## config.mk

```make
export PLATFORM = sky130hd
export DESIGN_NAME = smx_ctrl
export DESIGN_NICKNAME = d
export VERILOG_FILES = /design/src/rtl/core/smx_pkg.sv /design/src/rtl/core/smx_ctrl.sv
export SDC_FILE = /design/constraint.sdc
export NUM_CORES = 1
export LEC_CHECK = 0
export BUFFER_PORTS_ARGS = -buffer_cell sky130_fd_sc_hd__buf_2
export CORE_MARGIN = 5
export CORE_UTILIZATION = 51
export CTS_CLUSTER_SIZE = 24
export DETAILED_ROUTE_END_ITERATION = 16
export GPL_TIMING_DRIVEN = 0
export PLACE_DENSITY = 0.95
export SYNTH_ARGS = -nofsm -noshare
export SYNTH_HDL_FRONTEND = slang
export SYNTH_SLANG_ARGS = --single-unit
```

## constraint.sdc

```tcl
create_clock -name clk -period 2.7 [get_ports clk]
set_input_delay 0 -clock clk [delete_from_list [all_inputs] [get_ports clk]]
set_output_delay 0 -clock clk [all_outputs]
set_load 0.02 [all_outputs]
```

## src/rtl/core/smx_pkg.sv

```systemverilog
package smx_pkg;

    localparam int CODE_W   = 21;
    localparam int IP_W     = 17;
    localparam int NIP_W    = 18;
    localparam int WORD_W   = 64;
    localparam int LIMIT_W  = 32;
    localparam int SIZE_W   = 11;
    localparam int STATUS_W = 4;
    localparam int DIGIT_W  = 4;
    localparam int APB_AW   = 4;
    localparam int APB_DW   = 32;

    localparam logic [1:0] REG_PROGRAM_LENGTH   = 2'd0;
    localparam logic [1:0] REG_MAX_INSTRUCTIONS = 2'd1;
    localparam logic [1:0] REG_MAX_BUFFER_SIZE  = 2'd2;

    localparam logic [LIMIT_W-1:0] MAX_INSTR_RESET = 32'd1000000;
    localparam logic [SIZE_W-1:0]  MAX_BUF_RESET   = 11'd1500;

    typedef enum logic [STATUS_W-1:0] {
        ST_RUN     = 4'd0,
        ST_HALT    = 4'd1,
        ST_END     = 4'd2,
        ST_BADOP   = 4'd3,
        ST_BADDATA = 4'd4,
        ST_OVER    = 4'd5,
        ST_UNDER   = 4'd6,
        ST_SLOT    = 4'd7,
        ST_OFFSET  = 4'd8,
        ST_SIZE    = 4'd9,
        ST_LIMIT   = 4'd10,
        ST_MODZERO = 4'd11,
        ST_UNSUP   = 4'd12
    } status_t;

    typedef enum logic [4:0] {
        OP_BAD, OP_NOP, OP_ADD, OP_SUB, OP_MUL, OP_MOD, OP_XOR, OP_AND, OP_LT, OP_EQ,
        OP_BR, OP_BRT, OP_BRF, OP_PUSH, OP_POP, OP_LD, OP_ST, OP_NEW, OP_DEL,
        OP_RB, OP_WB, OP_PSTK, OP_PN, OP_HLT
    } op_t;

    typedef enum logic [2:0] {
        NIP_HOLD, NIP_STEP1, NIP_STEP2, NIP_JUMP, NIP_COND
    } nip_sel_t;

    typedef enum logic {
        WA_TOP2, WA_FREE
    } wr_addr_t;

    typedef enum logic [2:0] {
        RES_ALU, RES_MUL, RES_MOD, RES_LOAD, RES_DIGIT
    } res_sel_t;

    typedef enum logic [2:0] {
        CNT_HOLD, CNT_INC, CNT_DEC1, CNT_DEC2, CNT_DEC3
    } cnt_op_t;

    typedef enum logic [1:0] {
        MUL_LL, MUL_LH, MUL_HL
    } mul_sel_t;

    typedef enum logic [3:0] {
        S_IDLE, S_CHECK, S_RD2, S_RD3, S_RD4, S_EXEC, S_MUL1, S_MUL2,
        S_MUL3, S_MULW, S_MODW, S_LD1, S_LD2, S_ST1, S_CLR, S_COMMIT
    } ctrl_state_t;

    typedef struct packed {
        logic     load_item;
        logic     count_instr;
        logic [1:0] rd_depth;
        logic     cap_x;
        logic     cap_y;
        logic     cap_z;
        logic     finish;
        logic     fin_final;
        status_t  fin_status;
        nip_sel_t nip_sel;
        logic     print;
        logic     stk_wr;
        wr_addr_t wr_addr;
        res_sel_t res_sel;
        cnt_op_t  cnt_op;
        mul_sel_t mul_sel;
        logic     acc_load;
        logic     acc_add;
        logic     mod_start;
        logic     slot_addr_ld;
        logic     slot_rd;
        logic     slot_wr;
        logic     slot_alloc;
        logic     slot_free;
        logic     clr_step;
        logic     commit;
    } smx_cmd_t;

    typedef struct packed {
        op_t  op;
        logic stopped;
        logic at_end;
        logic limit_hit;
        logic under;
        logic stack_full;
        logic digit_ok;
        logic y_zero;
        logic slot_ok;
        logic offset_ok;
        logic size_ok;
        logic free_found;
        logic clr_done;
        logic mod_done;
        logic out_free;
    } smx_stat_t;

    function automatic op_t decode_op(input logic [CODE_W-1:0] cp);
        op_t op;
        unique case (cp)
            21'h1F233: op = OP_NOP;
            21'h02795: op = OP_ADD;
            21'h02796: op = OP_SUB;
            21'h0274C: op = OP_MUL;
            21'h02753: op = OP_MOD;
            21'h0274E: op = OP_XOR;
            21'h1F46B: op = OP_AND;
            21'h1F480: op = OP_LT;
            21'h1F4AF: op = OP_EQ;
            21'h1F680: op = OP_BR;
            21'h1F236: op = OP_BRT;
            21'h1F21A: op = OP_BRF;
            21'h023EC: op = OP_PUSH;
            21'h1F51D: op = OP_POP;
            21'h1F4E4: op = OP_LD;
            21'h1F4E5: op = OP_ST;
            21'h1F195: op = OP_NEW;
            21'h1F193: op = OP_DEL;
            21'h1F4C4: op = OP_RB;
            21'h1F4DD: op = OP_WB;
            21'h1F521: op = OP_PSTK;
            21'h1F522: op = OP_PN;
            21'h1F6D1: op = OP_HLT;
            default:   op = OP_BAD;
        endcase
        return op;
    endfunction

    // Top bit flags a recognised digit, the rest is its value.
    function automatic logic [DIGIT_W:0] decode_digit(input logic [CODE_W-1:0] cp);
        logic [DIGIT_W:0] d;
        unique case (cp)
            21'h1F600: d = {1'b1, 4'd0};
            21'h1F601: d = {1'b1, 4'd1};
            21'h1F602: d = {1'b1, 4'd2};
            21'h1F923: d = {1'b1, 4'd3};
            21'h1F61C: d = {1'b1, 4'd4};
            21'h1F604: d = {1'b1, 4'd5};
            21'h1F605: d = {1'b1, 4'd6};
            21'h1F606: d = {1'b1, 4'd7};
            21'h1F609: d = {1'b1, 4'd8};
            21'h1F60A: d = {1'b1, 4'd9};
            21'h1F60D: d = {1'b1, 4'd10};
            default:   d = '0;
        endcase
        return d;
    endfunction

    function automatic logic [1:0] op_need(input op_t op);
        logic [1:0] n;
        unique case (op) inside
            OP_ADD, OP_SUB, OP_MUL, OP_MOD, OP_XOR, OP_AND,
            OP_LT, OP_EQ, OP_BRT, OP_BRF, OP_LD:          n = 2'd2;
            OP_BR, OP_POP, OP_NEW, OP_DEL, OP_PN:          n = 2'd1;
            OP_ST:                                         n = 2'd3;
            default:                                       n = 2'd0;
        endcase
        return n;
    endfunction

endpackage

```

## src/rtl/core/smx_ctrl.sv

```systemverilog
module smx_ctrl
    import smx_pkg::*;
(
    input  logic      clk,
    input  logic      rst_n,
    input  logic      in_valid,
    output logic      in_ready,
    input  smx_stat_t stat,
    output smx_cmd_t  cmd
);

    ctrl_state_t state_reg;
    ctrl_state_t state_next;
    logic [1:0]  need;

    assign need = op_need(stat.op);

    always_ff @(posedge clk or negedge rst_n)
    begin
        if (!rst_n)
            state_reg <= S_IDLE;
        else
            state_reg <= state_next;
    end

    always_comb
    begin
        state_next = state_reg;
        cmd        = '0;
        in_ready   = 1'b0;
        unique case (state_reg)
            S_IDLE:
            begin
                in_ready = 1'b1;
                if (in_valid)
                begin
                    cmd.load_item = 1'b1;
                    state_next    = S_CHECK;
                end
            end
            S_CHECK:
            begin
                state_next = S_COMMIT;
                if (stat.stopped)
                begin
                    cmd.finish    = 1'b1;
                    cmd.fin_final = 1'b1;
                end
                else if (stat.at_end)
                begin
                    cmd.finish     = 1'b1;
                    cmd.fin_status = ST_END;
                end
                else if (stat.limit_hit)
                begin
                    cmd.finish     = 1'b1;
                    cmd.fin_status = ST_LIMIT;
                end
                else
                begin
                    cmd.count_instr = 1'b1;
                    if (stat.op == OP_BAD)
                    begin
                        cmd.finish     = 1'b1;
                        cmd.fin_status = ST_BADOP;
                    end
                    else if (stat.under)
                    begin
                        cmd.finish     = 1'b1;
                        cmd.fin_status = ST_UNDER;
                    end
                    else if (need != 2'd0)
                    begin
                        cmd.rd_depth = 2'd1;
                        state_next   = S_RD2;
                    end
                    else
                        state_next = S_EXEC;
                end
            end
            S_RD2:
            begin
                cmd.cap_x = 1'b1;
                if (need >= 2'd2)
                begin
                    cmd.rd_depth = 2'd2;
                    state_next   = S_RD3;
                end
                else
                    state_next = S_EXEC;
            end
            S_RD3:
            begin
                cmd.cap_y = 1'b1;
                if (need == 2'd3)
                begin
                    cmd.rd_depth = 2'd3;
                    state_next   = S_RD4;
                end
                else
                    state_next = S_EXEC;
            end
            S_RD4:
            begin
                cmd.cap_z  = 1'b1;
                state_next = S_EXEC;
            end
            S_EXEC:
            begin
                state_next = S_COMMIT;
                unique case (stat.op) inside
                    OP_NOP:
                    begin
                        cmd.finish  = 1'b1;
                        cmd.nip_sel = NIP_STEP1;
                    end
                    OP_ADD, OP_SUB, OP_XOR, OP_AND, OP_LT, OP_EQ:
                    begin
                        cmd.stk_wr  = 1'b1;
                        cmd.wr_addr = WA_TOP2;
                        cmd.res_sel = RES_ALU;
                        cmd.cnt_op  = CNT_DEC1;
                        cmd.finish  = 1'b1;
                        cmd.nip_sel = NIP_STEP1;
                    end
                    OP_MUL:
                    begin
                        cmd.mul_sel = MUL_LL;
                        state_next  = S_MUL1;
                    end
                    OP_MOD:
                    begin
                        if (stat.y_zero)
                        begin
                            cmd.finish     = 1'b1;
                            cmd.fin_status = ST_MODZERO;
                        end
                        else
                        begin
                            cmd.mod_start = 1'b1;
                            state_next    = S_MODW;
                        end
                    end
                    OP_BR:
                    begin
                        cmd.cnt_op  = CNT_DEC1;
                        cmd.finish  = 1'b1;
                        cmd.nip_sel = NIP_JUMP;
                    end
                    OP_BRT, OP_BRF:
                    begin
                        cmd.cnt_op  = CNT_DEC2;
                        cmd.finish  = 1'b1;
                        cmd.nip_sel = NIP_COND;
                    end
                    OP_PUSH:
                    begin
                        cmd.finish = 1'b1;
                        if (stat.stack_full)
                            cmd.fin_status = ST_OVER;
                        else if (!stat.digit_ok)
                            cmd.fin_status = ST_BADDATA;
                        else
                        begin
                            cmd.stk_wr  = 1'b1;
                            cmd.wr_addr = WA_FREE;
                            cmd.res_sel = RES_DIGIT;
                            cmd.cnt_op  = CNT_INC;
                            cmd.nip_sel = NIP_STEP2;
                        end
                    end
                    OP_POP:
                    begin
                        cmd.cnt_op  = CNT_DEC1;
                        cmd.finish  = 1'b1;
                        cmd.nip_sel = NIP_STEP1;
                    end
                    OP_LD, OP_ST:
                    begin
                        if (!stat.slot_ok)
                        begin
                            cmd.finish     = 1'b1;
                            cmd.fin_status = ST_SLOT;
                        end
                        else if (!stat.offset_ok)
                        begin
                            cmd.finish     = 1'b1;
                            cmd.fin_status = ST_OFFSET;
                        end
                        else
                        begin
                            cmd.slot_addr_ld = 1'b1;
                            state_next       = (stat.op == OP_LD) ? S_LD1 : S_ST1;
                        end
                    end
                    OP_NEW:
                    begin
                        cmd.finish = 1'b1;
                        if (!stat.size_ok)
                            cmd.fin_status = ST_SIZE;
                        else
                        begin
                            cmd.cnt_op  = CNT_DEC1;
                            cmd.nip_sel = NIP_STEP1;
                            if (stat.free_found)
                            begin
                                cmd.slot_alloc = 1'b1;
                                state_next     = S_CLR;
                            end
                        end
                    end
                    OP_DEL:
                    begin
                        cmd.finish = 1'b1;
                        if (!stat.slot_ok)
                            cmd.fin_status = ST_SLOT;
                        else
                        begin
                            cmd.slot_free = 1'b1;
                            cmd.cnt_op    = CNT_DEC1;
                            cmd.nip_sel   = NIP_STEP1;
                        end
                    end
                    OP_PN:
                    begin
                        cmd.cnt_op  = CNT_DEC1;
                        cmd.print   = 1'b1;
                        cmd.finish  = 1'b1;
                        cmd.nip_sel = NIP_STEP1;
                    end
                    OP_HLT:
                    begin
                        cmd.finish     = 1'b1;
                        cmd.fin_status = ST_HALT;
                    end
                    default:
                    begin
                        cmd.finish     = 1'b1;
                        cmd.fin_status = ST_UNSUP;
                    end
                endcase
            end
            S_MUL1:
            begin
                cmd.acc_load = 1'b1;
                cmd.mul_sel  = MUL_LH;
                state_next   = S_MUL2;
            end
            S_MUL2:
            begin
                cmd.acc_add = 1'b1;
                cmd.mul_sel = MUL_HL;
                state_next  = S_MUL3;
            end
            S_MUL3:
            begin
                cmd.acc_add = 1'b1;
                state_next  = S_MULW;
            end
            S_MULW:
            begin
                cmd.stk_wr  = 1'b1;
                cmd.wr_addr = WA_TOP2;
                cmd.res_sel = RES_MUL;
                cmd.cnt_op  = CNT_DEC1;
                cmd.finish  = 1'b1;
                cmd.nip_sel = NIP_STEP1;
                state_next  = S_COMMIT;
            end
            S_MODW:
            begin
                if (stat.mod_done)
                begin
                    cmd.stk_wr  = 1'b1;
                    cmd.wr_addr = WA_TOP2;
                    cmd.res_sel = RES_MOD;
                    cmd.cnt_op  = CNT_DEC1;
                    cmd.finish  = 1'b1;
                    cmd.nip_sel = NIP_STEP1;
                    state_next  = S_COMMIT;
                end
            end
            S_LD1:
            begin
                cmd.slot_rd = 1'b1;
                state_next  = S_LD2;
            end
            S_LD2:
            begin
                cmd.stk_wr  = 1'b1;
                cmd.wr_addr = WA_TOP2;
                cmd.res_sel = RES_LOAD;
                cmd.cnt_op  = CNT_DEC1;
                cmd.finish  = 1'b1;
                cmd.nip_sel = NIP_STEP1;
                state_next  = S_COMMIT;
            end
            S_ST1:
            begin
                cmd.slot_wr = 1'b1;
                cmd.cnt_op  = CNT_DEC3;
                cmd.finish  = 1'b1;
                cmd.nip_sel = NIP_STEP1;
                state_next  = S_COMMIT;
            end
            S_CLR:
            begin
                if (stat.clr_done)
                    state_next = S_COMMIT;
                else
                    cmd.clr_step = 1'b1;
            end
            S_COMMIT:
            begin
                if (stat.out_free)
                begin
                    cmd.commit = 1'b1;
                    state_next = S_IDLE;
                end
            end
            default:
                state_next = S_IDLE;
        endcase
    end

endmodule

```

-- Yosys cells after proc, flatten, opt, wreduce, memory -nomap -nowiden
Cells that the tools add are included.
- memory bits (writable): 0
- flip-flop bits (word level): 4
- output and inout bits: 38
- logic and storage cells: 160
- memories: 0
- bits of input ports: 22
- bits in latches: 0
- bits in read-only memories: 0
- $add $sub $neg: 0
- bitwise operators: 0
- multiplexer cells: 103
- reduce and logical (&&, ||, !) cells: 15
- div/mod/pow operators: 0
- shifts and indexed selects: 0
- equality and inequality tests: 40
- magnitude comparators: 1
- multipliers: 0
- operator list (kind ; number):
    $mux 4 ; 18
    $pmux 4 s14 ; 1
    $mux 1 ; 45
    $eq 5x4->1 const B ; 8
    $mux 3 ; 13
    $eq 4x4->1 const B ; 8
    $pmux 4 s7 ; 1
    $eq 5x5->1 const B ; 5
    $mux 8 ; 3
    $eq 5x3->1 const B ; 4
    $pmux 5 s4 ; 1
    $mux 2 ; 9
    $pmux 3 s6 ; 1
    $reduce_or 9->1 ; 2
    $eq 4x3->1 const B ; 4
    $pmux 4 s4 ; 1
    $pmux 3 s5 ; 1
    $reduce_or 13->1 ; 1
    $pmux 2 s3 ; 2
    $pmux 3 s4 ; 1
    $reduce_or 11->1 ; 1
    $eq 5x2->1 const B ; 2
    $pmux 5 s2 ; 1
    $pmux 3 s3 ; 1
    18 further kinds ; 25

-- Depth between registers and ports, before layout
- depth after elaboration: 11
- gate-level depth with buffers: 8
- gate-level depth less buffers: 5

-- Worst setup path before layout
Ideal clock, no wire load.
- kind: register -> output
- start: register state_reg[1]
- end: output cmd[26] (netlist bit)
- required time: 2.700 ns
- cell stages (with the launch flop): 7
- path slack: 0.607 ns
- buffers on the path: 1
- arrival time: 2.093 ns
- path through: dfrtp_1 buf_2 and2b_1 nand2_1 nor4_1 and3b_1 a211o_1
- RTL lines (element ; RTL line ; source):
    start, declared ; smx_ctrl.sv:12 ; ctrl_state_t state_reg;
    start signal, assigned ; smx_ctrl.sv:23 ; state_reg <= state_next;
    end, declared ; smx_ctrl.sv:9 ; output smx_cmd_t cmd

==> summary.txt <==
Cells and area
  – FILL cells: 226
  – Area grow syn2layout: 27.29%
  – # diodes: 0
  – Most frequent cells in the layout: buf_2, nand2_1, nor2_1
  – Finished Layout Cells: 286
  – Final instance area: 1634 µm²
  – Largest register FFs: 4
  – Layout cells sized above 1: 31.64%
  – # nets final: 280
  – Commonest non-fill, non-tap cell in the layout: buf_2

Pwr
  – Peak VDD IR: 0.5590 mV
  – Total leakage power: 0.8055 nW
  – Flop pwr share: 8.8%
  – Net switching power: 674.9 µW
  – Clk pwr share: 6.3%
  – P per Cell Area: 718.6 nW/µm²
  – Sw frac: 57.48%
  – Comb pwr share: 84.9%
  – Internal power: 499.3 µW

Detailed routing
  – DR WL/cell: 15.09 µm
  – Vias per cell: 6.206
  – Via count: 1775
  – Final antenna-violating net count: 0
  – Final wirelength: 4317 µm
  – Residual DRC count: 0
  – DR pass1 iterations: 5
  – DR iter-0 viols: 177

Synthesis
  – Synth Cell Area: 1284 µm²
  – Cells after Synth: 196
  – Sequential share of the synthesized area: 7.797%
  – Distinct cells, synth: 55
  – Top FF cell, synth: dfrtp_1
  – Ys async rst share: 100.0%
  – Number of enable flip-flop cells after synthesis: 0
  – Largest cells by area after synthesis: dfrtp_1, nand2b_1, nand2_1
  – Largest area contributor in the netlist: dfrtp_1
  – YS warnings: 0
  – Synth top area share: 7.797%
  – Syn_nets: 218
  – Synth Register Bits: 4
  – Avg Inst Size Synth: 6.550 µm²

Worst setup path
  – Required @ worst endpoint: 2700 ps
  – Crit. End Element: output port
  – Crit path max fanout: 10
  – RR Startpoint: state_reg[2]$_DFFE_PN0P_
  – R2R depth: 7
  – Cell chain of the critical path: clkbuf_1, and4bb_2, buf_2, nand2_1, nor3_1, nand2b_1, inv_1, buf_4, buf_2
  – Crit path arrival time: 2150 ps
  – Critical Path End: cmd[18]
  – Cell mode on critical path: buf_2
  – Reg-to-reg endpoint: state_reg[1]$_DFFE_PN0P_
  – Slowest CP cell: dfrtp_1
  – CP peak stage delay: 310 ps
  – Crit Path Category: reg2out
  – Register-to-register setup slack: 1010 ps
  – Crit path launch type: register
  – Crit path from: state_reg[2]$_DFFE_PN0P_

Clock network
  – Clock transition at path regs: 40 ps
  – H-tree Lvls: 1
  – TritonCTS sink count: 4
  – Clock Tree Buf Depth: 2
  – CTS resizes: 0
  – Skew-Pair Late Insertion Delay: 230 ps
  – Clock Tree Root: clkbuf_4
  – Num CTS Buffers: 3
  – TritonCTS clock tree: yes

Timing
  – Count of endpoints failing setup in the final report: 0
  – Final Hold Fails: 0
  – Slew HR: 64.45%
  – Worst hold margin: 102.2 ps
  – Clk_skew: 1.082 ps
  – Worst Tran Pin Value: 527.7 ps
  – Max Slew Vio Count: 0
  – Period minus WS final: 2148 ps
  – Setup TNS: 0 ps
  – Unrepaired setup endpoints after global routing: false
  – Period utilization: 79.56%
  – Fmax: 465.5 MHz
  – Setup WS post-layout: 551.8 ps

Floorplanning
  – Die footprint: 3620 µm²
  – Core area: 2432 µm²
  – Site Rows: 18
  – Die height: 60.17 µm
  – Initial Util: 52.78%
  – Die Span X: 60.17 µm
  – IO Count: 60

Global routing
  – First-pass GRT wire length: 6824 µm
  – Total track usage: 23.80%
  – Initial antenna violation count: 0
  – Vias in the first global route: 1651
  – Largest net degree at the start of global routing: 11
  – Remaining Overflow, GRT: 0

Place
  – Placer Congestion: 0.9656
  – IO Port Bufs: 56
  – Placed insts: 282
  – Final HPWL DP: 3464 µm
  – Setup WS pre-CTS: 816.4 ps
  – Placed Area: 1602 µm²

Flow run
  – # Max-Cap Violations: 0

Hold path
  – Hold Crit Class: in2async

Status
  – Status: finished, final reports clean
[kinds of logic after synthesis]
logic type / after synthesis / share of synthesized area (%)
muxes: 2 / 1.560
DFF: 4 / 7.798
AOI/OAI and AO/OA: 58 / 34.99
xor gates and xnor gates: 1 / 0.6824
and+or+nand+nor: 105 / 44.74
buffers and inverters: 26 / 10.23
[power groups by stage]
stage	Clock [mW]	Combinational, mW	Sequential [mW]
after floorplan	0	0.726	0.101
after global routing	0.0786	1.09	0.106
after detailed placement	0	0.983	0.104
after CTS	0.0743	0.989	0.103
final	0.0741	0.997	0.103
after global placement	0	0.968	0.103
[worst min-delay path by stage]
stage / from / to / slack [ps] / depth (start not counted)
after CTS: rst_n / state_reg[1]$_DFFE_PN0P_ / 100 / 2
after detailed placement: rst_n / state_reg[1]$_DFFE_PN0P_ / -190 / 1
final: rst_n / state_reg[1]$_DFFE_PN0P_ / 100 / 2
after floorplan: rst_n / state_reg[0]$_DFFE_PN0P_ / -300 / 0
after global routing: rst_n / state_reg[1]$_DFFE_PN0P_ / 120 / 2
after global placement: rst_n / state_reg[3]$_DFFE_PN0P_ / -190 / 1
[routing by layer]
layer / vias up / wire, µm / track usage, %
met4: 0 / 112 / 11.39
met3: 13 / 402 / 1.512
met5: - / 0 / 0
met2: 97 / 2188 / 42.75
met1: 812 / 1614 / 28.22
li1: 853 / - / -
[cells in the mapped netlist, types with 3 or more instances]
| cell | count |
|---|---|
| nor2_1 | 17 |
| clkbuf_1 | 6 |
| nor3_1 | 14 |
| buf_2 | 9 |
| and3b_1 | 3 |
| o21ai_0 | 11 |
| dfrtp_1 | 4 |
| buf_1 | 4 |
| nand4_1 | 3 |
| a31oi_1 | 3 |
| nor2b_1 | 4 |
| nand3_1 | 6 |
| nand2_1 | 22 |
| nor4_1 | 4 |
| a21o_1 | 5 |
| nor3b_1 | 3 |
| nand2b_1 | 14 |
| inv_1 | 3 |
| a21oi_1 | 9 |
[worst max-delay path, delay by kind of cell, from the launching register on]
kind	cells	cell delay, ps
DFF	1	310
and+or+nand+nor	4	750
buffers and inverters	5	850
[metrics by stage]
stage | power, mW | utilization, %
final | 1.174 | 67.18
after detailed placement | 1.087 | 65.84
after CTS | 1.167 | 67.18
after floorplan | 0.8267 | -
after global routing | 1.276 | 67.18
after global placement | 1.071 | 65.84
[final cells by class]
class / instances / area [µm²] / area share [%]
Multi-Input combinational cell: 166 / 1052 / 64.40
Buffer: 23 / 120.1 / 7.351
Inverter: 3 / 11.26 / 0.6891
Timing Repair Buffer: 57 / 290.3 / 17.76
Tap cell: 30 / 37.54 / 2.297
Sequential cell: 4 / 100.1 / 6.126
Clock buffer: 3 / 22.52 / 1.378
[timing repair]
action | in CTS | in global routing
hold buffers | 1 | 0
setup buffers | 0 | 0
hold endpoints to repair | 4 | 0
No activity file was read; power rests on OpenSTA's default activity.
